$ cat config.mk
export PLATFORM = sky130hd
export DESIGN_NAME = file_index_entry_builder_flat
export DESIGN_NICKNAME = d
export VERILOG_FILES = /design/src/rtl/core/fieb_pkg.sv /design/src/rtl/core/fieb_if.sv /design/src/rtl/core/fieb_crc_byte.sv /design/src/rtl/core/file_index_entry_builder.sv /design/src/flat_wrapper.sv
export VERILOG_INCLUDE_DIRS = /design/src /design/src/rtl/core
export SDC_FILE = /design/constraint.sdc
export NUM_CORES = 1
export LEC_CHECK = 0
export BUFFER_PORTS_ARGS = -buffer_cell sky130_fd_sc_hd__buf_2
export CAP_MARGIN = 20
export CORE_ASPECT_RATIO = 0.9
export CORE_MARGIN = 1
export CORE_UTILIZATION = 60
export CTS_BUF_LIST = sky130_fd_sc_hd__clkbuf_16
export DETAILED_ROUTE_END_ITERATION = 10
export PLACE_DENSITY = 0.92
export SLEW_MARGIN = 5
export SYNTH_ARGS = -nofsm -noshare
export SYNTH_HDL_FRONTEND = slang
export SYNTH_SLANG_ARGS = --single-unit
$ cat constraint.sdc
create_clock -name clk -period 26.2 [get_ports clk]
set_input_delay 3.93 -clock clk [delete_from_list [all_inputs] [get_ports clk]]
set_output_delay 3.93 -clock clk [all_outputs]
set_load 0.02 [all_outputs]
$ cat src/rtl/core/file_index_entry_builder_assert.svh
// ----------------------------------------------------------------------------
// file index entry builder assertion macros
// shared concurrent assertion forms for the rtl
// ----------------------------------------------------------------------------
`ifndef FILE_INDEX_ENTRY_BUILDER_ASSERT_SVH
`define FILE_INDEX_ENTRY_BUILDER_ASSERT_SVH

// checked on every rising edge outside reset
`define FIEB_ASSERT(label, prop, msg) \
    label: assert property (@(posedge clk) disable iff (!rst_n) (prop)) else $error(msg);

// checked on every rising edge, reset included
`define FIEB_ASSERT_ALWAYS(label, prop, msg) \
    label: assert property (@(posedge clk) (prop)) else $error(msg);

`endif

$ cat src/rtl/core/fieb_pkg.sv
// ----------------------------------------------------------------------------
// fieb_pkg
// types and constants of the file index entry builder
// ----------------------------------------------------------------------------
package fieb_pkg;

    typedef logic [7:0]  byte_t;
    typedef logic [15:0] crc_t;
    typedef logic [25:0] fsize_t;
    typedef logic [18:0] burst_t;
    typedef logic [14:0] tindex_t;
    typedef logic [63:0] word_t;

    // register map, one register every four bytes
    typedef enum logic
    {
        REG_CRC_POLY = 1'b0,
        REG_CRC_INIT = 1'b1
    } reg_index_t;

    localparam int    APB_ADDR_W    = 3;
    localparam int    APB_DATA_W    = 32;
    localparam crc_t  CRC_POLY_RST  = 16'h1021;
    localparam crc_t  CRC_INIT_RST  = 16'hFFFF;

endpackage

$ cat src/rtl/core/fieb_if.sv
// ----------------------------------------------------------------------------
// fieb channel interfaces
// valid/ready channels for name bytes in and index entries out
// ----------------------------------------------------------------------------
interface fieb_in_if;
    import fieb_pkg::*;

    logic   valid;
    logic   ready;
    byte_t  name_byte;
    logic   last_byte;
    fsize_t file_bytes;

    modport source (output valid, output name_byte, output last_byte,
                    output file_bytes, input ready);
    modport sink   (input valid, input name_byte, input last_byte,
                    input file_bytes, output ready);
endinterface

interface fieb_out_if;
    import fieb_pkg::*;

    logic    valid;
    logic    ready;
    logic    table_select;
    tindex_t table_index;
    word_t   entry_word;
    crc_t    name_crc;

    modport source (output valid, output table_select, output table_index,
                    output entry_word, output name_crc, input ready);
    modport sink   (input valid, input table_select, input table_index,
                    input entry_word, input name_crc, output ready);
endinterface

$ cat src/rtl/core/fieb_crc_byte.sv
// ----------------------------------------------------------------------------
// fieb_crc_byte
// one byte of an msb-first crc-16 with programmable polynomial
// ----------------------------------------------------------------------------
module fieb_crc_byte
(
    input  fieb_pkg::crc_t  crc_in,
    input  fieb_pkg::byte_t data_in,
    input  fieb_pkg::crc_t  poly,
    output fieb_pkg::crc_t  crc_out
);
    import fieb_pkg::*;

    always_comb
    begin
        crc_t  crc;
        byte_t data;
        logic  fb;
        crc  = crc_in;
        data = data_in;
        for (int k = 0; k < 8; k++)
        begin
            fb   = crc[15] ^ data[7];
            crc  = {crc[14:0], 1'b0};
            if (fb)
            begin
                crc = crc ^ poly;
            end
            data = {data[6:0], 1'b0};
        end
        crc_out = crc;
    end

endmodule

$ cat src/rtl/core/file_index_entry_builder.sv
// ----------------------------------------------------------------------------
// file_index_entry_builder
// crc-16 hash index and packed, byte-reversed index entry per file name
// ----------------------------------------------------------------------------
//
//  channel   dir  handshake           payload
//  in_chan   in   valid/ready         name_byte, last_byte, file_bytes
//  out_chan  out  valid/ready         table_select, table_index, entry_word,
//                                     name_crc
//  apb       in   psel/penable/pready crc_polynomial @0x0, crc_initial @0x4
//
//  one name byte a cycle sustained unless a stalled result holds bytes back;
//  a name's result passes input register, crc/burst stage and result reg
//  the rate is set by the byte-wide crc loop through the crc register
//  reset clears every valid flag, the burst address, the running crc and the
//  configuration registers
//  a stalled result holds in the result register while bytes that carry no
//  result keep flowing; bytes stop once a last byte waits behind it and the
//  input register is full
//
module file_index_entry_builder
(
    input  logic                           clk,
    input  logic                           rst_n,
    fieb_in_if.sink                        in_chan,
    fieb_out_if.source                     out_chan,
    input  logic                           psel,
    input  logic                           penable,
    input  logic                           pwrite,
    input  logic [fieb_pkg::APB_ADDR_W-1:0] paddr,
    input  logic [fieb_pkg::APB_DATA_W-1:0] pwdata,
    output logic [fieb_pkg::APB_DATA_W-1:0] prdata,
    output logic                           pready
);
    import fieb_pkg::*;

    // ceil(n / 192) = ((n + 191) >> 6) / 3, the divide by 3 by reciprocal
    localparam logic [7:0]  BURST_ROUND = 8'd191;
    localparam logic [19:0] RECIP_3     = 20'd699051;   // ceil(2^21 / 3)

    // ------------------------------------------------------------------
    // configuration registers
    // ------------------------------------------------------------------
    crc_t       crc_poly_reg;
    crc_t       crc_init_reg;
    logic       cfg_wr;
    reg_index_t cfg_idx;

    assign pready  = 1'b1;
    assign cfg_idx = reg_index_t'(paddr[2]);
    assign cfg_wr  = psel && penable && pwrite && pready;

    always_ff @(posedge clk or negedge rst_n)
    begin
        if (!rst_n)
        begin
            crc_poly_reg <= CRC_POLY_RST;
            crc_init_reg <= CRC_INIT_RST;
        end
        else if (cfg_wr)
        begin
            if (cfg_idx == REG_CRC_POLY)
            begin
                crc_poly_reg <= pwdata[15:0];
            end
            else
            begin
                crc_init_reg <= pwdata[15:0];
            end
        end
    end

    always_comb
    begin
        case (cfg_idx)
            REG_CRC_POLY: prdata = {16'b0, crc_poly_reg};
            REG_CRC_INIT: prdata = {16'b0, crc_init_reg};
            default:      prdata = '0;
        endcase
    end

    // ------------------------------------------------------------------
    // pipeline control: each stage moves on when the next one has room
    // ------------------------------------------------------------------
    logic   a_valid_reg;
    byte_t  a_byte_reg;
    logic   a_last_reg;
    fsize_t a_size_reg;

    logic   b_valid_reg;
    logic   b_last_reg;
    crc_t   b_crc_reg;
    burst_t b_bursts_reg;
    fsize_t b_size_reg;

    logic   c_valid_reg;
    crc_t   c_crc_reg;
    word_t  c_entry_reg;

    logic   c_free;
    logic   b_adv;
    logic   a_adv;
    logic   c_load;

    assign c_free = !c_valid_reg || out_chan.ready;
    // a byte that is not the last of its name leaves no result behind
    assign b_adv  = b_valid_reg && (!b_last_reg || c_free);
    assign a_adv  = a_valid_reg && (!b_valid_reg || b_adv);
    assign c_load = b_adv && b_last_reg;

    assign in_chan.ready = !a_valid_reg || a_adv;

    // ------------------------------------------------------------------
    // stage a: input register
    // ------------------------------------------------------------------
    always_ff @(posedge clk or negedge rst_n)
    begin
        if (!rst_n)
        begin
            a_valid_reg <= 1'b0;
        end
        else if (in_chan.ready)
        begin
            a_valid_reg <= in_chan.valid;
        end
    end

    always_ff @(posedge clk)
    begin
        if (in_chan.valid && in_chan.ready)
        begin
            a_byte_reg <= in_chan.name_byte;
            a_last_reg <= in_chan.last_byte;
            a_size_reg <= in_chan.file_bytes;
        end
    end

    // ------------------------------------------------------------------
    // stage b: crc update and burst count
    // ------------------------------------------------------------------
    crc_t        crc_reg;
    crc_t        crc_next;
    logic [26:0] size_round;
    logic [20:0] size_div64;
    logic [40:0] div_prod;
    burst_t      bursts;

    fieb_crc_byte u_crc_byte
    (
        .crc_in  (crc_reg),
        .data_in (a_byte_reg),
        .poly    (crc_poly_reg),
        .crc_out (crc_next)
    );

    assign size_round = {1'b0, a_size_reg} + {19'b0, BURST_ROUND};
    assign size_div64 = size_round[26:6];
    assign div_prod   = {20'b0, size_div64} * {21'b0, RECIP_3};
    assign bursts     = div_prod[39:21];

    // the crc restarts after the last byte of a name, or on a new initial
    always_ff @(posedge clk or negedge rst_n)
    begin
        if (!rst_n)
        begin
            crc_reg <= CRC_INIT_RST;
        end
        else if (cfg_wr && cfg_idx == REG_CRC_INIT)
        begin
            crc_reg <= pwdata[15:0];
        end
        else if (a_adv)
        begin
            crc_reg <= a_last_reg ? crc_init_reg : crc_next;
        end
    end

    always_ff @(posedge clk or negedge rst_n)
    begin
        if (!rst_n)
        begin
            b_valid_reg <= 1'b0;
        end
        else if (!b_valid_reg || b_adv)
        begin
            b_valid_reg <= a_adv;
        end
    end

    always_ff @(posedge clk)
    begin
        if (a_adv)
        begin
            b_last_reg   <= a_last_reg;
            b_crc_reg    <= crc_next;
            b_bursts_reg <= bursts;
            b_size_reg   <= a_size_reg;
        end
    end

    // ------------------------------------------------------------------
    // stage c: entry packing, burst address advance, result register
    // ------------------------------------------------------------------
    burst_t next_burst_reg;
    burst_t next_burst_next;

    assign next_burst_next = next_burst_reg + b_bursts_reg;

    always_ff @(posedge clk or negedge rst_n)
    begin
        if (!rst_n)
        begin
            next_burst_reg <= '0;
        end
        else if (c_load)
        begin
            next_burst_reg <= next_burst_next;
        end
    end

    always_ff @(posedge clk or negedge rst_n)
    begin
        if (!rst_n)
        begin
            c_valid_reg <= 1'b0;
        end
        else if (c_free)
        begin
            c_valid_reg <= c_load;
        end
    end

    always_ff @(posedge clk)
    begin
        if (c_load)
        begin
            c_crc_reg   <= b_crc_reg;
            c_entry_reg <= {next_burst_reg, b_bursts_reg, b_size_reg};
        end
    end

    // entry goes out byte-reversed, byte 0 swapping with byte 7
    always_comb
    begin
        for (int k = 0; k < 8; k++)
        begin
            out_chan.entry_word[8*k +: 8] = c_entry_reg[8*(7-k) +: 8];
        end
    end

    assign out_chan.valid        = c_valid_reg;
    assign out_chan.table_select = c_crc_reg[15];
    assign out_chan.table_index  = c_crc_reg[14:0];
    assign out_chan.name_crc     = c_crc_reg;

    // ------------------------------------------------------------------
    // assertions
    // ------------------------------------------------------------------
    `include "file_index_entry_builder_assert.svh"

    `FIEB_ASSERT(a_burst_hold, !c_load |=> $stable(next_burst_reg),
        "burst address moved without a result")
    `FIEB_ASSERT(a_start_field, c_load |=> c_entry_reg[63:45] == $past(next_burst_reg),
        "start burst is not the address before the advance")
    `FIEB_ASSERT(a_crc_reload,
        (a_adv && a_last_reg && !cfg_wr) |=> crc_reg == $past(crc_init_reg),
        "crc not reloaded after last byte")
    `FIEB_ASSERT(a_burst_ceil, (b_valid_reg && b_last_reg) |->
        (({9'b0, b_bursts_reg} * 28'd192 >= {2'b0, b_size_reg}) &&
         ({9'b0, b_bursts_reg} * 28'd192 < {2'b0, b_size_reg} + 28'd192)),
        "burst count is not the ceiling of size over 192")
    `FIEB_ASSERT_ALWAYS(a_reset_empty, !rst_n |-> !out_chan.valid,
        "result valid during reset")

endmodule
$ cat src/flat_wrapper.sv
// flat-port wrapper written by rule: the top's interface ports become plain ports
module file_index_entry_builder_flat import fieb_pkg::*;
  (clk, rst_n, psel, penable, pwrite, paddr, pwdata, prdata, pready, in_chan_valid, in_chan_name_byte, in_chan_last_byte, in_chan_file_bytes, in_chan_ready, out_chan_valid, out_chan_table_select, out_chan_table_index, out_chan_entry_word, out_chan_name_crc, out_chan_ready);
  fieb_in_if in_chan_i ();
  fieb_out_if out_chan_i ();
  input  logic clk;
  input  logic rst_n;
  input  logic psel;
  input  logic penable;
  input  logic pwrite;
  input  logic [fieb_pkg::APB_ADDR_W-1:0] paddr;
  input  logic [fieb_pkg::APB_DATA_W-1:0] pwdata;
  output logic [fieb_pkg::APB_DATA_W-1:0] prdata;
  output logic pready;
  input wire logic [$bits(in_chan_i.valid)-1:0] in_chan_valid;
  input wire logic [$bits(in_chan_i.name_byte)-1:0] in_chan_name_byte;
  input wire logic [$bits(in_chan_i.last_byte)-1:0] in_chan_last_byte;
  input wire logic [$bits(in_chan_i.file_bytes)-1:0] in_chan_file_bytes;
  output wire logic [$bits(in_chan_i.ready)-1:0] in_chan_ready;
  output wire logic [$bits(out_chan_i.valid)-1:0] out_chan_valid;
  output wire logic [$bits(out_chan_i.table_select)-1:0] out_chan_table_select;
  output wire logic [$bits(out_chan_i.table_index)-1:0] out_chan_table_index;
  output wire logic [$bits(out_chan_i.entry_word)-1:0] out_chan_entry_word;
  output wire logic [$bits(out_chan_i.name_crc)-1:0] out_chan_name_crc;
  input wire logic [$bits(out_chan_i.ready)-1:0] out_chan_ready;
  assign in_chan_i.valid = in_chan_valid;
  assign in_chan_i.name_byte = in_chan_name_byte;
  assign in_chan_i.last_byte = in_chan_last_byte;
  assign in_chan_i.file_bytes = in_chan_file_bytes;
  assign in_chan_ready = in_chan_i.ready;
  assign out_chan_valid = out_chan_i.valid;
  assign out_chan_table_select = out_chan_i.table_select;
  assign out_chan_table_index = out_chan_i.table_index;
  assign out_chan_entry_word = out_chan_i.entry_word;
  assign out_chan_name_crc = out_chan_i.name_crc;
  assign out_chan_i.ready = out_chan_ready;
  file_index_entry_builder u_core (.clk(clk), .rst_n(rst_n), .in_chan(in_chan_i), .out_chan(out_chan_i), .psel(psel), .penable(penable), .pwrite(pwrite), .paddr(paddr), .pwdata(pwdata), .prdata(prdata), .pready(pready));
endmodule
==> reports/results.ini <==
[logic_synthesis]
synth_edf_count=177
synth.top_cell.area_share=0.2792
async_flop_share=0.2834
avgSynthCellArea_um2=11.29
synth_cell_types=75
ys_seq_elements=247
yosysSeqAreaShare=0.3735
synth_top_area_cell=edfxtp_1
synth_warnings=0
synthTopCellsByArea=edfxtp_1, fa_1, ha_1
ys.flop_type=edfxtp_1
synth_area_um2=19040
synthesis.instances=1686

[sta]
rsz0062_at_grt=no
period_share=0.3892
period_minus_slack_ps=10200
maxSlewViolCount=0
setup_viol=0
fmax_mhz=98.08
fin_tns_setup_ps=0
fin_skew_ps=30.87
final-hold-violation-count=0
slew_headroom=0.2862
tightestPinTransition_ps=1067

[global_routing]
grt_remaining_overflow=0
antenna_found_initial=0
grt_pass1_wl_mm=69.93
grt_start_max_net_pins=71
grt_pass1_vias=13340
track_usage=0.2745

[die]
die_h_um=171.0
fp.dieW_um=189.8
rows=61
start_util=0.6129
pin_count=208
core_area_um2=31060
die-area_um2=32450

[critical_path]
reg2reg_to=u_core.b_bursts_reg[18]
cp_slowest_stage_delay_ps=740
reg2reg_from=u_core.a_size_reg[1]
critPathArrivalTime_ps=10490
crit_end=u_core.b_bursts_reg[18]
critPathSlowestCell=xor2_1
crit_top_cell=fa_1
start_kind=flip-flop
cp-startpoint=u_core.a_size_reg[1]
rrSetupSlack_ps=16000
r2r_cells=30
cp.buffers_inverters=3
cp_data_required_time_ps=26490
path_max_fanout=7
crit_family=adder cells
worst-path-stages=30
path_class=flip-flop to flip-flop
endpoint_kind=flip-flop

[outcome]
outcome=finished clean

[drt]
wl_mm=43.64
drtIter0Drc=923
ant_nets=0
vias=13110
avgRoutedWirePerCell_um=19.39
dr.pass1.iters=6
vias_per_cell=5.825
drc=0

[clock_tree]
cts_setup_buffers=0
cts_hold_buf=0
cts_resized=0
root_buffer=clkbuf_16
clockBufferDepth=3
tritoncts.num_buffers=25
htree_levels=1
clkTransAtPathRegs_ps=60
cts_tree=yes
clock-sinks=247
insertion_delay_ps=550

[finish]
largest_register_ffs=64
area_growth_pct=10.15
drive_above_1_share=0.1726
nets=2237
final_common_cell=inv_1
fill_cells=2170
layout_common_cells=inv_1, ha_1, nand2_1, edfxtp_1, buf_2
insertedDiodeCount=0

[flow_run]
drv_cap=0

[placement]
place_hpwl_mm=33.78
portBuffers=172
gp_congestion=0.9528

[worst_hold_path]
hold_path_class=flip-flop to flip-flop

==> logic make-up (layout without fill, tap and decap cells) <==
group	after synthesis	in the layout	synth area share
other cells	2	17	0.0003944
compound gates	196	196	0.06887
mux	41	41	0.02366
fa+ha+maj	337	337	0.2767
simple gates	391	391	0.1005
buf+inv	300	441	0.06795
flops	247	247	0.3735
xor+xnor	172	172	0.08845
==> synthesized netlist by cell type, types with 10 or more instances <==
| library cell | instances |
|---|---|
| inv_1 | 208 |
| ha_1 | 197 |
| edfxtp_1 | 177 |
| nand2_1 | 177 |
| fa_1 | 140 |
| xnor2_1 | 105 |
| nand3_1 | 53 |
| xor2_1 | 51 |
| a21oi_1 | 50 |
| o21ai_0 | 43 |
| clkbuf_1 | 40 |
| nor2_1 | 36 |
| dfrtp_1 | 35 |
| dfstp_2 | 35 |
| buf_4 | 34 |
| mux2_2 | 32 |
| and3_1 | 23 |
| a21o_1 | 19 |
| nand2b_1 | 14 |
| nor3_1 | 14 |
| a221o_1 | 10 |
| and2_1 | 10 |
==> worst min path at each step <==
| stage | startpoint | end | slack [ps] | depth (start not counted) |
|---|---|---|---|---|
| 4_1_cts | u_core.b_size_reg[13] | u_core.c_entry_reg[13] | 420 | 0 |
| 3_3_place_gp | u_core.b_size_reg[2] | u_core.c_entry_reg[2] | 400 | 0 |
| 5_1_grt | u_core.b_size_reg[12] | u_core.c_entry_reg[12] | 430 | 0 |
| 2_1_floorplan | u_core.b_size_reg[0] | u_core.c_entry_reg[0] | 400 | 0 |
| 6_report | u_core.b_crc_reg[2] | u_core.out_chan.name_crc[2] | 420 | 0 |
| 3_5_place_dp | u_core.b_size_reg[0] | u_core.c_entry_reg[0] | 400 | 0 |
==> layout make-up <==
cell class,instances,area (um^2),area share
clock buffer,25,625.6,0.02983
sequential,247,7111,0.3390
multi-input combinational,1154,10690,0.5098
timing repair buffer,187,980.9,0.04677
clock inverter,21,269.0,0.01283
inverter,208,782.0,0.03729
tap,409,511.7,0.02440
==> routing by layer <==
layer,vias to the layer above,global-route usage,wire [um]
met5,-,0,0
met4,0,0.08766,1360
met3,110,0.03774,3347
met2,635,0.4590,20730
met1,6384,0.3715,18200
li1,5983,-,-
==> worst reg2reg max path, delay by kind of cell, from the launching register on <==
family,cells,cell delay [ps]
fa+ha+maj,7,3210
compound gates,7,2580
simple gates,10,2190
xor+xnor,3,1250
flops,1,400
buf+inv,3,320
==> through the flow <==
stage / instances / utilization / cell area [um^2] / hold slack (ps) / worst slack [ps]
after floorplan: 1701 / - / 19100 / 400.3 / 17270
after global placement: 2203 / 0.6456 / 20060 / 401.2 / 16270
after detailed placement: 2203 / 0.6456 / 20060 / 404.5 / 16110
after CTS: 2249 / 0.6744 / 20950 / 418.8 / 16100
after global routing: 2251 / 0.6752 / 20970 / 426.1 / 15570
final: 2251 / 0.6752 / 20970 / 419.4 / 16000
Power is not shown: default switching activity piles up to over one toggle a cycle in this logic, so the estimate is an artifact.
